**config.mk**
```make
export PLATFORM = sky130hd
export DESIGN_NAME = byte_stream_find_replace_flat
export DESIGN_NICKNAME = d
export VERILOG_FILES = /design/src/rtl/bsfr_pkg.sv /design/src/rtl/bsfr_stream_if.sv /design/src/rtl/bsfr_cell.sv /design/src/rtl/byte_stream_find_replace.sv /design/src/flat_wrapper.sv
export SDC_FILE = /design/constraint.sdc
export NUM_CORES = 1
export LEC_CHECK = 0
export BUFFER_PORTS_ARGS = -buffer_cell sky130_fd_sc_hd__buf_2
export CAP_MARGIN = 20
export CORE_ASPECT_RATIO = 1.1
export CORE_MARGIN = 3
export CORE_UTILIZATION = 55
export DETAILED_ROUTE_END_ITERATION = 8
export PLACE_DENSITY_LB_ADDON = 0.15
export SYNTH_ARGS = -nofsm -noshare
export SYNTH_HDL_FRONTEND = slang
export SYNTH_SLANG_ARGS = --single-unit
export TNS_END_PERCENT = 10
```
**constraint.sdc**
```tcl
create_clock -name clk -period 4 [get_ports clk]
set_input_delay 0 -clock clk [delete_from_list [all_inputs] [get_ports clk]]
set_output_delay 0 -clock clk [all_outputs]
set_load 0.01 [all_outputs]
```
**src/rtl/bsfr_pkg.sv**
```systemverilog
// ----------------------------------------------------------------------------
// bsfr_pkg
// Shared types and constants of the byte stream find and replace block.
// ----------------------------------------------------------------------------
`default_nettype none

package bsfr_pkg;

	localparam int PATTERN_DEPTH_DEF = 8;
	localparam int MAX_REPLACEMENT   = 8;
	localparam int CFG_DATA_W        = 64;
	localparam int LEN_W             = 4;
	localparam int REPL_IDX_W        = 3;

	typedef logic [1:0] cfg_index_t;

	localparam cfg_index_t REG_PATTERN_BYTES     = 2'd0;
	localparam cfg_index_t REG_PATTERN_LENGTH    = 2'd1;
	localparam cfg_index_t REG_REPLACEMENT_BYTES = 2'd2;
	localparam cfg_index_t REG_REPLACEMENT_LEN   = 2'd3;

	typedef struct packed {
		logic [7:0] in_byte;
		logic       end_of_stream;
	} in_beat_t;

	typedef struct packed {
		logic [7:0] out_byte;
		logic       byte_valid;
		logic       run_end;
		logic       stream_end;
	} out_beat_t;

	typedef struct packed {
		logic       shift;
		logic [7:0] in_byte;
	} cell_ctl_t;

	typedef enum logic [1:0] {
		ST_IDLE,
		ST_REPL,
		ST_FLUSH
	} state_t;

endpackage

`default_nettype wire

```
**src/rtl/bsfr_stream_if.sv**
```systemverilog
// ----------------------------------------------------------------------------
// bsfr_stream_if
// Valid/ready channel carrying one payload beat per handshake.
// ----------------------------------------------------------------------------
`default_nettype none

interface bsfr_stream_if #(
	parameter type payload_t = logic [7:0]
);
	logic     valid;
	logic     ready;
	payload_t payload;

	modport source (output valid, output payload, input ready);
	modport sink   (input valid, input payload, output ready);
endinterface

`default_nettype wire

```
**src/rtl/bsfr_cell.sv**
```systemverilog
// ----------------------------------------------------------------------------
// bsfr_cell
// One window position: holds a byte, takes the incoming byte when it is the
// append position, shifts toward the oldest end and compares with its
// pattern byte.
// ----------------------------------------------------------------------------
`default_nettype none

module bsfr_cell (
	input  wire logic                clk,
	input  wire bsfr_pkg::cell_ctl_t ctl,
	input  wire logic                append,
	input  wire logic [7:0]          nbr_byte,
	input  wire logic [7:0]          pat_byte,
	output logic      [7:0]          app_byte,
	output logic                     eq
);

	logic [7:0] byte_q;

	assign app_byte = append ? ctl.in_byte : byte_q;
	assign eq       = (app_byte == pat_byte);

	always_ff @(posedge clk) begin
		if (ctl.shift) begin
			byte_q <= nbr_byte;
		end else if (append) begin
			byte_q <= ctl.in_byte;
		end
	end

endmodule

`default_nettype wire

```
**src/rtl/byte_stream_find_replace.sv**
```systemverilog
// ----------------------------------------------------------------------------
// byte_stream_find_replace
// Replaces every leftmost, non-overlapping occurrence of a pattern in a byte
// stream with a replacement, using a row of window cells.
// ----------------------------------------------------------------------------
// When idle with the output register free, one input byte is taken per cycle
// and gives at most one output beat. A match with a replacement of over one
// byte holds the input while the rest is sent, as does an end of stream byte
// while held bytes flush; the single output register sends one beat per
// cycle when the receiver is ready. Held bytes sit in MAX_PATTERN cells
// shifting to the oldest end; writing pattern_length drops them. The user,
// not the block, must write configuration only while the block is idle.
`default_nettype none

module byte_stream_find_replace #(
	parameter int MAX_PATTERN = bsfr_pkg::PATTERN_DEPTH_DEF
) (
	input  wire logic                              clk,
	input  wire logic                              arst_n,
	input  wire logic                              cfg_we,
	input  wire bsfr_pkg::cfg_index_t              cfg_index,
	input  wire logic [bsfr_pkg::CFG_DATA_W-1:0]   cfg_data,
	bsfr_stream_if.sink                            feed,
	bsfr_stream_if.source                          result
);

	localparam int CNT_W = $clog2(MAX_PATTERN + 1);
	localparam int PAT_W = 8 * MAX_PATTERN;
	localparam int LEN_W = bsfr_pkg::LEN_W;
	localparam int RI_W  = bsfr_pkg::REPL_IDX_W;
	localparam logic [LEN_W-1:0] PLEN_MAX = LEN_W'(MAX_PATTERN);
	localparam logic [LEN_W-1:0] RLEN_MAX = LEN_W'(bsfr_pkg::MAX_REPLACEMENT);

	logic [PAT_W-1:0]               pattern_q;
	logic [CNT_W-1:0]               plen_q;
	logic [bsfr_pkg::CFG_DATA_W-1:0] repl_q;
	logic [LEN_W-1:0]               rlen_q;
	logic [CNT_W-1:0]               count_q;
	logic [RI_W-1:0]                repl_idx_q;
	logic                           eos_q;
	bsfr_pkg::state_t               state_q, state_d;
	logic                           out_valid_q;
	bsfr_pkg::out_beat_t            out_beat_q;

	logic [LEN_W-1:0]   cfg_len;
	logic [CNT_W-1:0]   plen_sat;
	logic [LEN_W-1:0]   rlen_sat;
	logic               plen_wr;

	bsfr_pkg::in_beat_t  in_beat;
	bsfr_pkg::cell_ctl_t cell_ctl;
	logic [MAX_PATTERN-1:0] append_vec;
	logic [MAX_PATTERN-1:0] eq_vec;
	logic [MAX_PATTERN-1:0] in_range;
	logic [7:0]             app_byte [MAX_PATTERN];

	logic eos, full, match, accept, out_free;
	logic go_repl, go_flush, repl_last, flush_last;
	logic load;
	bsfr_pkg::out_beat_t beat;

	assign in_beat  = feed.payload;
	assign eos      = in_beat.end_of_stream;
	assign out_free = !out_valid_q || result.ready;
	assign accept   = feed.valid && feed.ready;

	assign feed.ready     = (state_q == bsfr_pkg::ST_IDLE) && out_free;
	assign result.valid   = out_valid_q;
	assign result.payload = out_beat_q;

	// configuration
	assign cfg_len = cfg_data[LEN_W-1:0];
	assign plen_wr = cfg_we && (cfg_index == bsfr_pkg::REG_PATTERN_LENGTH);

	always_comb begin
		if (cfg_len == '0) begin
			plen_sat = CNT_W'(1);
		end else if (cfg_len > PLEN_MAX) begin
			plen_sat = CNT_W'(MAX_PATTERN);
		end else begin
			plen_sat = CNT_W'(cfg_len);
		end
		rlen_sat = (cfg_len > RLEN_MAX) ? RLEN_MAX : cfg_len;
	end

	always_ff @(posedge clk or negedge arst_n) begin
		if (!arst_n) begin
			pattern_q <= '0;
			plen_q    <= CNT_W'(1);
			repl_q    <= '0;
			rlen_q    <= '0;
		end else if (cfg_we) begin
			unique case (cfg_index)
				bsfr_pkg::REG_PATTERN_BYTES:     pattern_q <= cfg_data[PAT_W-1:0];
				bsfr_pkg::REG_PATTERN_LENGTH:    plen_q    <= plen_sat;
				bsfr_pkg::REG_REPLACEMENT_BYTES: repl_q    <= cfg_data;
				bsfr_pkg::REG_REPLACEMENT_LEN:   rlen_q    <= rlen_sat;
			endcase
		end
	end

	// window cells
	for (genvar i = 0; i < MAX_PATTERN; i++) begin : g_cell
		logic [7:0] nbr;

		if (i == MAX_PATTERN - 1) begin : g_tail
			assign nbr = 8'h00;
		end else begin : g_link
			assign nbr = app_byte[i+1];
		end

		assign append_vec[i] = accept && (count_q == CNT_W'(i));
		assign in_range[i]   = (CNT_W'(i) < plen_q);

		bsfr_cell u_cell (
			.clk      (clk),
			.ctl      (cell_ctl),
			.append   (append_vec[i]),
			.nbr_byte (nbr),
			.pat_byte (pattern_q[8*i +: 8]),
			.app_byte (app_byte[i]),
			.eq       (eq_vec[i])
		);
	end

	assign full  = (({1'b0, count_q} + (CNT_W+1)'(1)) == {1'b0, plen_q});
	assign match = full && (&(eq_vec | ~in_range));

	assign go_repl    = accept && match && (rlen_q > LEN_W'(1));
	assign go_flush   = accept && !match && eos && (count_q != '0);
	assign repl_last  = (({1'b0, repl_idx_q} + (RI_W+1)'(1)) == (RI_W+1)'(rlen_q));
	assign flush_last = (count_q == CNT_W'(1));

	// sequencer
	always_comb begin
		state_d = state_q;
		unique case (state_q)
			bsfr_pkg::ST_IDLE: begin
				if (go_repl) begin
					state_d = bsfr_pkg::ST_REPL;
				end else if (go_flush) begin
					state_d = bsfr_pkg::ST_FLUSH;
				end
			end
			bsfr_pkg::ST_REPL: begin
				if (out_free && repl_last) begin
					state_d = bsfr_pkg::ST_IDLE;
				end
			end
			bsfr_pkg::ST_FLUSH: begin
				if (out_free && flush_last) begin
					state_d = bsfr_pkg::ST_IDLE;
				end
			end
			default: state_d = bsfr_pkg::ST_IDLE;
		endcase
	end

	always_comb begin
		logic last_now;
		load             = 1'b0;
		beat             = '0;
		cell_ctl.in_byte = in_beat.in_byte;
		cell_ctl.shift   = 1'b0;
		last_now         = 1'b0;
		unique case (state_q)
			bsfr_pkg::ST_IDLE: begin
				if (match) begin
					last_now        = (rlen_q <= LEN_W'(1));
					load            = accept && ((rlen_q != '0) || eos);
					beat.byte_valid = (rlen_q != '0);
					beat.out_byte   = (rlen_q != '0) ? repl_q[7:0] : 8'h00;
				end else begin
					last_now        = !eos || (count_q == '0);
					load            = accept && (eos || full);
					beat.byte_valid = 1'b1;
					beat.out_byte   = app_byte[0];
					cell_ctl.shift  = accept && (eos || full);
				end
				beat.run_end    = last_now;
				beat.stream_end = eos && last_now;
			end
			bsfr_pkg::ST_REPL: begin
				load            = out_free;
				beat.out_byte   = repl_q[8*repl_idx_q +: 8];
				beat.byte_valid = 1'b1;
				beat.run_end    = repl_last;
				beat.stream_end = eos_q && repl_last;
			end
			bsfr_pkg::ST_FLUSH: begin
				load            = out_free;
				cell_ctl.shift  = out_free;
				beat.out_byte   = app_byte[0];
				beat.byte_valid = 1'b1;
				beat.run_end    = flush_last;
				beat.stream_end = flush_last;
			end
			default: begin
				load = 1'b0;
			end
		endcase
	end

	always_ff @(posedge clk or negedge arst_n) begin
		if (!arst_n) begin
			state_q    <= bsfr_pkg::ST_IDLE;
			count_q    <= '0;
			repl_idx_q <= '0;
			eos_q      <= 1'b0;
		end else begin
			state_q <= state_d;
			priority if (plen_wr) begin
				count_q <= '0;
			end else if (accept) begin
				if (match) begin
					count_q <= '0;
				end else if (!(eos || full)) begin
					count_q <= count_q + CNT_W'(1);
				end
			end else if ((state_q == bsfr_pkg::ST_FLUSH) && out_free) begin
				count_q <= count_q - CNT_W'(1);
			end
			if (accept) begin
				repl_idx_q <= RI_W'(1);
				eos_q      <= eos;
			end else if ((state_q == bsfr_pkg::ST_REPL) && out_free) begin
				repl_idx_q <= repl_idx_q + RI_W'(1);
			end
		end
	end

	// output register
	always_ff @(posedge clk or negedge arst_n) begin
		if (!arst_n) begin
			out_valid_q <= 1'b0;
		end else if (load) begin
			out_valid_q <= 1'b1;
		end else if (result.ready) begin
			out_valid_q <= 1'b0;
		end
	end

	always_ff @(posedge clk) begin
		if (load) begin
			out_beat_q <= beat;
		end
	end

endmodule

`default_nettype wire

```
**src/flat_wrapper.sv**
```systemverilog
// flat-port wrapper written by rule: the top's interface ports become plain ports
module byte_stream_find_replace_flat import bsfr_pkg::*;
#(
	parameter int MAX_PATTERN = bsfr_pkg::PATTERN_DEPTH_DEF
)
  (clk, arst_n, cfg_we, cfg_index, cfg_data, feed_valid, feed_payload, feed_ready, result_valid, result_payload, result_ready);
  bsfr_stream_if #(.payload_t(in_beat_t)) feed_i ();
  bsfr_stream_if #(.payload_t(out_beat_t)) result_i ();
  input  wire logic clk;
  input  wire logic arst_n;
  input  wire logic cfg_we;
  input  wire bsfr_pkg::cfg_index_t cfg_index;
  input  wire logic [bsfr_pkg::CFG_DATA_W-1:0] cfg_data;
  input wire logic [$bits(feed_i.valid)-1:0] feed_valid;
  input wire logic [$bits(feed_i.payload)-1:0] feed_payload;
  output wire logic [$bits(feed_i.ready)-1:0] feed_ready;
  output wire logic [$bits(result_i.valid)-1:0] result_valid;
  output wire logic [$bits(result_i.payload)-1:0] result_payload;
  input wire logic [$bits(result_i.ready)-1:0] result_ready;
  assign feed_i.valid = feed_valid;
  assign feed_i.payload = feed_payload;
  assign feed_ready = feed_i.ready;
  assign result_valid = result_i.valid;
  assign result_payload = result_i.payload;
  assign result_i.ready = result_ready;
  byte_stream_find_replace #(.MAX_PATTERN(MAX_PATTERN)) u_core (.clk(clk), .arst_n(arst_n), .cfg_we(cfg_we), .cfg_index(cfg_index), .cfg_data(cfg_data), .feed(feed_i), .result(result_i));
endmodule
```
# Word level (Yosys, flattened, before mapping)

Index checks and enable logic that the tools add are counted.

Register bits after elaboration: 222
Latch bits: 0
Bits in writable memories: 0
Bits in read-only memories: 0
Output and inout port bits: 13
Memories: 0

$add $sub $neg: 5
$mul: 0
Div/mod/pow operators: 0
Magnitude comparators: 11
Eq/ne operators: 26
Shift operators: 1
Muxes and demuxes: 40
Bitwise logic cells: 2
Reduce and logical (&&, ||, !) cells: 49

Operators by type and width:

| cell                | count |
|---|---|
| $mux 8              | 16 |
| $eq 8x8->1          | 8 |
| $shiftx 64x7->8     | 1 |
| $pmux 11 s3         | 1 |
| $mux 4              | 7 |
| $logic_and 1x1->1   | 25 |
| $eq 4x3->1 const B  | 4 |
| $lt 3x4->1 const A  | 4 |
| $reduce_and 2->1    | 5 |
| $mux 9              | 1 |
| $eq 4x2->1 const B  | 2 |
| $logic_not 4->1     | 2 |
| $lt 1x4->1 const A  | 2 |
| $lt 2x4->1 const A  | 2 |
| $mux 2              | 4 |
| $not 8->8           | 1 |
| $or 8x8->8          | 1 |
| $reduce_and 8->1    | 1 |
| $reduce_bool 4->1   | 2 |
| $eq 2x2->1 const B  | 3 |
| $mux 1              | 6 |
| $mux 3              | 2 |
| $pmux 2 s3          | 1 |
| $add 4x1->5 const B | 1 |
| 22 further kinds    | 32 |

# Logic depth before layout (Yosys ltp)

Gate-level depths: netlist of run 1.

Word-level depth: 17
Depth in mapped cells: 19

# By module

A second synthesis of run 1 with hierarchy kept.

Cells, all modules: 826
Area, all modules: 11,040.6 sq um

By module, submodules not included:

| module                   | instances | cells an instance | area an instance (sq um) | sequential area each (sq um) |
|---|---|---|---|---|
| byte_stream_find_replace | 1         | 530               | 7,206.9                  | 4,010.1 |
| bsfr_cell                | 8         | 37                | 479.2                    | 160.2 |

# Least setup slack after synthesis of run 1

Ideal clock, no wire load.

Kind: register -> register
Start: register u_core.count_q[0]
End: register u_core.g_cell[1].u_cell.byte_q[0]
Library setup time: 59 ps
Data arrival time: 4,002 ps
Data required time: 3,941 ps
Setup slack: -61 ps
Stages on the path, launching flop included: 15
Cells stage by stage: dfrtp_1 -> inv_1 -> ha_1 -> or3b_4 -> or3_1 -> buf_2 -> buf_6 -> o31a_1 -> or4_4 -> o41ai_2 -> o211a_1 -> o21a_1 -> buf_6 -> mux2i_1 -> o221a_2

Longest elaborated chain between the ends: 10
Elaborated cells between the ends (all ways): 42
Classes of those cells: 1 x add/sub; 16 x eq/ne; 11 x mux; 1 x bitwise; 13 x reduce/logical

Ends and longest elaborated chain:

| element                            | line                            | text |
|---|---|---|
| from (decl)                        | byte_stream_find_replace.sv:38  | `logic [CNT_W-1:0] count_q;` |
| from (signal assigned)             | byte_stream_find_replace.sv:218 | `count_q <= count_q + CNT_W'(1);` |
| from (signal assigned)             | byte_stream_find_replace.sv:221 | `count_q <= count_q - CNT_W'(1);` |
| $eq 4x1->1 (tied with other cells) | byte_stream_find_replace.sv:112 | `assign append_vec[i] = accept && (count_q == CNT_W'(i));` |
| $logic_and 1x1->1                  | byte_stream_find_replace.sv:112 |  |
| $mux 8                             | bsfr_cell.sv:21                 | `assign app_byte = append ? ctl.in_byte : byte_q;` |
| $eq 8x8->1                         | bsfr_cell.sv:22                 | `assign eq = (app_byte == pat_byte);` |
| $or 8x8->8                         | byte_stream_find_replace.sv:127 | `assign match = full && (&(eq_vec \| ~in_range));` |
| $reduce_and 8->1                   | byte_stream_find_replace.sv:127 |  |
| $logic_and 1x1->1                  | byte_stream_find_replace.sv:127 |  |
| $mux 1                             | byte_stream_find_replace.sv:168 | `if (match) begin` |
| $pmux 1 s2                         | byte_stream_find_replace.sv:166 | `unique case (state_q)` |
| $mux 8 *                           | bsfr_cell.sv:25                 | `if (ctl.shift) begin` |
| to (signal assigned)               | bsfr_cell.sv:26                 | `byte_q <= nbr_byte;` |
| to (signal assigned)               | bsfr_cell.sv:28                 | `byte_q <= ctl.in_byte;` |
| to (decl)                          | bsfr_cell.sv:19                 | `logic [7:0] byte_q;` |

Mark *: on every way between the ends. The rest lies on a longest branch, timed or not.
A chain may end at the register's enable or synchronous reset.

# Worst setup path after layout of run 1

Start: register u_core.count_q[0]
End: register u_core.g_cell[0].u_cell.byte_q[7]

Longest elaborated chain between the ends: 10
Elaborated cells between the ends (all ways): 42
Classes of those cells: 1 x add/sub; 16 x eq/ne; 11 x mux; 1 x bitwise; 13 x reduce/logical

Ends and longest elaborated chain:

| element                            | line |
|---|---|
| $eq 4x1->1 (tied with other cells) | byte_stream_find_replace.sv:112 |
| $logic_and 1x1->1                  | byte_stream_find_replace.sv:112 |
| $mux 8                             | bsfr_cell.sv:21 |
| $eq 8x8->1                         | bsfr_cell.sv:22 |
| $or 8x8->8                         | byte_stream_find_replace.sv:127 |
| $reduce_and 8->1                   | byte_stream_find_replace.sv:127 |
| $logic_and 1x1->1                  | byte_stream_find_replace.sv:127 |
| $mux 1                             | byte_stream_find_replace.sv:168 |
| $pmux 1 s2                         | byte_stream_find_replace.sv:166 |
| $mux 8 *                           | bsfr_cell.sv:25 |
| to (signal assigned)               | bsfr_cell.sv:26 |
| to (signal assigned)               | bsfr_cell.sv:28 |
| to (decl)                          | bsfr_cell.sv:19 |

Marked as above.

==> summary.txt, run 1 <==
Slowest-stage cell, CP: or4_4
GRT met1 Usage: 37.3%
RSZ-0062 raised after global routing: true
die height: 158 um
critical path class: reg2reg
clk slew on worst S/H paths: 0.06 ns
Tightest Pin Transition: 0.974 ns
most frequent cells in the layout: dfrtp_1 (145), mux2_2 (129), buf_2 (91)
DRT Wirelength: 35.1 mm
Clock Sinks: 222
first-pass GRT wire length: 53.3 mm
critical path, cell by cell: inv_2 -> ha_2 -> or3b_4 -> or3_4 -> buf_4 -> mux2i_2 -> o22ai_1 -> or4_4 -> o41ai_2 -> o211a_1 -> o21ai_4 -> mux2i_2 -> a222oi_1
FFs w/ async S/R, synth: 66.2%
met3 Usage GRT: 4.68%
max-slew violations: 0
Starting Density: 56.9%
synthesized area: 11500 um^2
met2 Usage GRT: 54.2%
final worst path period need: 3.91 ns
fill count: 1408
WL/cell: 23.8 um
TritonCTS buffer count: 24
Mapped Avg Cell Area: 11.4 um^2
crit path capture type: flop
routed vias/inst: 6.30
sequential share of the synthesized area: 46.0%
final hold vios: 0
chip width: 144 um
DR vias: 9296
Hold Crit Class: in2async
Max clock buf depth: 3
drt first-iter violations: 702
CTS root buf: clkbuf_16
Pre-antenna DRT Iters: 6
Worst VDD drop: 0.369 mV
layout cell share with drive strength beyond 1: 36.2%
antenna violations before repair: 2
CP Max Fanout: 11
Placed Cells incl. Taps: 1346
TritonCTS clock tree: done
Max Cap Viol: 0
clk_skew: 0.0177 ns
Die ar.: 22700 um^2
predominant post-synthesis flop cell: dfrtp_1
Setup Viol. Count Final: 0
Mapped Cells: 1010
CP max stage delay: 0.52 ns
Worst EP required: 4.41 ns
grt total ovfl: 0
Synth Register Bits: 222
row count: 54
vias in the first global route: 9347
residual DRC count: 0
commonest non-fill, non-tap cell in the layout: dfrtp_1
Cell Pwr Density: 638 nW/um^2
Pleak: 5.92 nW
most frequent CP cell: mux2i_2
Worst setup SP type: flop
period utilization: 97.8%
critical path arrival: 4.32 ns
delay-heaviest family, CP: simple AND/OR/NAND/NOR gates
GRT Max-Usage Layer: met2
IO buf count: 92
Yosys cell types: 72
Syn. warnings: 0
Area growth, synth to finish: 24.1%
syn nets: 1099
Crit path buffers/inverters: 2
largest net degree at the start of global routing: 76
outcome: finished clean
DRT antenna net count: 0
GRT Overall Usage: 30.5%
Fmax: 256 MHz
Post-Layout Cell Count: 1476
Max-slew headroom: 34.4%
Ports: 93
setup_tns: 0 ns
EDFF count, synth: 11
core box area: 20200 um^2
post-DP HPWL: 23.8 mm
H-tree depth: 1
global placer's final weighted congestion: 0.938
clk_lat worst skew: 0.53 ns
Nets: 1294
-- repair_timing --
item                       CTS  global route
gates cloned                 0             0
hold endpoints to repair   195             0
resized for setup            7            28
hold buffers                72             0
setup buffers                0            13
setup endpoints to repair   76            66
pin swaps                    1            18
-- stage by stage --
step	util (%)	area, um^2	total power [mW]	worst slack, ns	hold WS (ns)
floorplan	-	11500	5.58	-0.0488	-0.296
global placement	61.6	12400	6.50	-0.231	-0.0394
detailed placement	61.6	12400	6.57	-0.371	-0.0359
CTS	69.4	14000	8.94	-0.0319	0.0109
global route	70.6	14300	9.56	-0.0193	0.0156
finish	70.6	14300	9.10	0.0870	0.0266
-- worst register-to-register path, delay by kind of cell, from the launching register on --
kind	cells	cell delay, ns
AND/OR/NAND/NOR	3	1.34
AO/OA/AOI/OAI	5	1.16
multiplexers	2	0.48
flip-flops	1	0.41
buffers and inverters	2	0.22
adder cells (fa/ha/maj)	1	0.17
-- path summary, 6_finish.rpt --
| check | from | to | slack (ns) | cells past startpoint |
|---|---|---|---|---|
| worst max-delay path | u_core.count_q[0] | u_core.g_cell[0].u_cell.byte_q[7] | 0.09 | 13 |
| max in group asynchronous | arst_n | u_core.pattern_q[52] | 3.30 | 3 |
| min in group clk | feed_payload[6] | u_core.g_cell[7].u_cell.byte_q[5] | 0.04 | 3 |
| worst min register to register | u_core.repl_q[16] | u_core.repl_q[16] | 0.50 | 1 |
| worst min-delay path | arst_n | u_core.plen_q[0] | 0.03 | 2 |
| worst max register to register | u_core.count_q[0] | u_core.g_cell[0].u_cell.byte_q[7] | 0.09 | 13 |
-- where the power goes --
part           internal, mW  switching, mW  leakage, nW
clock                  1.33          0.954        0.386
combinational          1.74           1.52         3.14
sequential             2.93          0.623         2.39
total                  6.00           3.10         5.92
-- state kept, by name, summed over array words and instances (netlist names) --
register                     flops
u_core.result.payload           11
u_core.state_q                   2
u_core.count_q                   4
u_core.rlen_q                    4
u_core.plen_q                    4
u_core.repl_q                   64
u_core.eos_q                     1
u_core.pattern_q                64
u_core.result.valid              1
u_core.repl_idx_q                3
u_core.g_cell.u_cell.byte_q     64
-- synthesized netlist by cell type, drive strengths merged (3+ instances only) --
| library cell | number | area share [%] |
|---|---|---|
| a222oi | 9 | 0.78 |
| nor3 | 20 | 0.91 |
| dfrtp | 146 | 32 |
| nand2 | 50 | 1.9 |
| nor4 | 4 | 0.22 |
| a21oi | 19 | 0.83 |
| nand3 | 20 | 0.87 |
| a31oi | 4 | 0.22 |
| nand3b | 5 | 0.33 |
| o22ai | 12 | 0.65 |
| or4 | 4 | 0.29 |
| o211ai | 3 | 0.20 |
| and3 | 5 | 0.27 |
| mux2i | 29 | 2.6 |
| edfxtp | 11 | 2.9 |
| xor2 | 41 | 3.1 |
| o31ai | 8 | 0.52 |
| or3 | 50 | 2.7 |
| clkbuf | 53 | 1.7 |
| o221ai | 4 | 0.30 |
| xnor2 | 46 | 3.5 |
| a221oi | 13 | 0.99 |
| nand2b | 8 | 0.44 |
| buf | 14 | 0.85 |
| o221a | 49 | 4.8 |
| ha | 9 | 0.98 |
| nor2b | 6 | 0.33 |
| mux4 | 16 | 3.1 |
| mux2 | 129 | 13 |
| dfxtp | 64 | 11 |
| nor3b | 4 | 0.30 |
| nand4 | 13 | 0.71 |
| a22oi | 11 | 0.72 |
| inv | 36 | 1.2 |
| nor2 | 34 | 1.1 |
| o21ai | 28 | 1.3 |
-- layout make-up --
type / instances / area (um^2) / area share (%)
flip-flops and latches: 222 / 5290 / 37.1
repair buffers: 236 / 1790 / 12.6
diodes: 2 / 5.00 / 0.0351
multi-input cells: 685 / 5910 / 41.5
clock inverters: 14 / 141 / 0.991
clock buffers: 29 / 671 / 4.70
well taps: 252 / 315 / 2.21
inverters: 36 / 135 / 0.947
-- routing by layer --
layer  up-vias  routed length (um)
met3       105                2350
li1       4173                   -
met2       439               17900
met1      4577               13400
met4         2                1400
met5         -                  13
-- kinds of logic (layout without fill, tap and decap cells) --
kind of cell / count (synthesis) / after routing / synth area share (%)
flops: 222 / 222 / 46.0
compound gates: 183 / 183 / 13.1
fa+ha+maj: 10 / 10 / 1.07
mux: 174 / 174 / 18.4
simple gates: 231 / 231 / 11.0
other cells: 0 / 2 / 0
xor+xnor: 87 / 87 / 6.63
buf+inv: 103 / 315 / 3.76
Power figures use the tool's default switching activity.
==> run 2: changes to the inputs <==
--- a/config.mk
+++ b/config.mk
@@ -8,7 +8,7 @@
 export BUFFER_PORTS_ARGS = -buffer_cell sky130_fd_sc_hd__buf_2
 export CAP_MARGIN = 20
 export CORE_ASPECT_RATIO = 1.1
-export CORE_MARGIN = 3
+export CORE_MARGIN = 5
 export CORE_UTILIZATION = 55
 export DETAILED_ROUTE_END_ITERATION = 8
 export PLACE_DENSITY_LB_ADDON = 0.15
==> run 2 against run 1 <==
Net effect: the flow now finishes with violations (negative setup slack); wire length decreased by 0.10%; combinational power is essentially flat; final cell count about the same; largest cell class unchanged; highest routed layer unchanged.
==> summary.txt, run 2 (synthesis results as in run 1) <==
setup_tns: -0.775 ns
CP max stage delay: 0.54 ns
clk slew on worst S/H paths: 0.06 ns
Starting Density: 55.9%
critical path, cell by cell: inv_2 -> ha_4 -> or3b_4 -> or3_4 -> buf_8 -> mux2i_4 -> o22ai_2 -> or4_4 -> o41ai_2 -> o211a_1 -> buf_6 -> nor3b_4 -> buf_6 -> a22oi_1 -> o22ai_1
routed vias/inst: 6.21
fill count: 1533
DRT antenna net count: 0
largest net degree at the start of global routing: 76
CP Max Fanout: 8
worst setup margin: -0.0536 ns
Crit path buffers/inverters: 4
Cell Pwr Density: 635 nW/um^2
failing checks: negative setup slack
TritonCTS buffer count: 25
WHS: 0.0301 ns
WL/cell: 23.7 um
chip width: 148 um
global placer's final weighted congestion: 0.972
max-slew violations: 0
clk_lat worst skew: 0.54 ns
Worst setup SP type: flop
H-tree depth: 1
IO buf count: 92
Ports: 93
period utilization: 101%
antenna violations before repair: 4
Max clock buf depth: 3
TritonCTS clock tree: done
commonest non-fill, non-tap cell in the layout: dfrtp_1
Clock Sinks: 222
RSZ-0062 raised after global routing: true
final worst path period need: 4.05 ns
GRT Overall Usage: 29.1%
drt first-iter violations: 693
Fmax: 247 MHz
Slowest-stage cell, CP: or4_4
layout cell share with drive strength beyond 1: 35.6%
die height: 162 um
Area growth, synth to finish: 23.7%
Tightest Pin Transition: 0.938 ns
Die ar.: 23900 um^2
critical path class: reg2reg
core box area: 20600 um^2
Worst EP required: 4.35 ns
DRT Wirelength: 35.0 mm
vias in the first global route: 9265
most frequent CP cell: buf_6
delay-heaviest family, CP: simple AND/OR/NAND/NOR gates
post-DP HPWL: 24.5 mm
crit path capture type: flop
clk_skew: 0.0192 ns
final hold vios: 0
outcome: finished with violations
Max-slew headroom: 37.5%
Setup Viol. Count Final: 45
Hold Crit Class: in2reg
Top Registers: u_core.g_cell.u_cell.byte_q (64), u_core.pattern_q (64), u_core.repl_q (64)
Max Cap Viol: 0
row count: 55
Pre-antenna DRT Iters: 5
CTS root buf: clkbuf_16
first-pass GRT wire length: 54.2 mm
Register Area: 5290 um^2
Nets: 1287
Worst VDD drop: 0.471 mV
critical path arrival: 4.40 ns
grt total ovfl: 0
Pleak: 5.87 nW
area of the multi-input gates: 5950 um^2
most frequent cells in the layout: dfrtp_1 (145), mux2_2 (129), buf_2 (91)
DR vias: 9155
residual DRC count: 0
[run 2: cell count changes in the layout (fill, tap and decap cells not counted), sizes merged]
cell and change:
buf -8, clkbuf +5, bufinv -2, clkinv +1
inv -1
[run 2: worst paths after layout]
kind | start | slack, ns | depth (start not counted) | end
setup / recovery | u_core.count_q[1] | -0.05 | 15 | u_core.result.payload[9]
hold / removal | cfg_index[1] | 0.03 | 3 | u_core.rlen_q[2]
setup reg to reg | u_core.count_q[1] | -0.05 | 15 | u_core.result.payload[9]
hold reg to reg | u_core.g_cell[0].u_cell.byte_q[7] | 0.50 | 2 | u_core.g_cell[0].u_cell.byte_q[7]
max in group asynchronous | arst_n | 2.89 | 3 | u_core.pattern_q[46]
min in group asynchronous | arst_n | 0.07 | 2 | u_core.repl_q[9]
[run 2: power by group]
group          internal [mW]  switching (mW)
combinational           1.77            1.53
clock                   1.23           0.934
sequential              2.93           0.624
[run 2: repair_timing]
action,4_1_cts,5_1_grt
hold endpoints to repair,217,0
pin swaps,3,28
cloned,0,0
setup endpoints to repair,74,65
hold buffers,71,0
setup buffers,0,7
resized for setup,9,33
[run 2: layer usage]
metal / GRT usage [%] / wire (um) / vias up
met5: 0 / 33 / -
met4: 11.0 / 1450 / 4
met3: 4.32 / 1920 / 104
met2: 51.0 / 17800 / 336
met1: 36.4 / 13800 / 4545
li1: - / - / 4166
[run 2: metrics by stage]
step           cell area [um^2]  cells  power, mW  setup slack, ns  utilization, %
2_1_floorplan             11500   1010       5.58          -0.0488               -
3_3_place_gp              12500   1349       6.51           -0.120            60.5
3_5_place_dp              12500   1349       6.59           -0.266            60.5
4_1_cts                   14000   1466       8.83          -0.0389            68.0
5_1_grt                   14200   1475       9.48           -0.199            69.1
6_report                  14200   1475       9.02          -0.0536            69.1
[run 2: worst register-to-register path: cells and delay by family, from the launching register on]
kind | cells | cell delay, ns
flops | 1 | 0.40
mux | 1 | 0.19
compound gates | 5 | 1.08
buf+inv | 4 | 0.56
simple gates | 4 | 1.51
fa+ha+maj | 1 | 0.13
[run 2: area by class of cell]
cell class,instances,area share [%]
multi-input cells,685,41.9
flip-flops and latches,222,37.2
repair buffers,228,12.2
clock buffers,34,4.93
well taps,256,2.25
inverters,36,0.951
clock inverters,12,0.511
diodes,2,0.0352
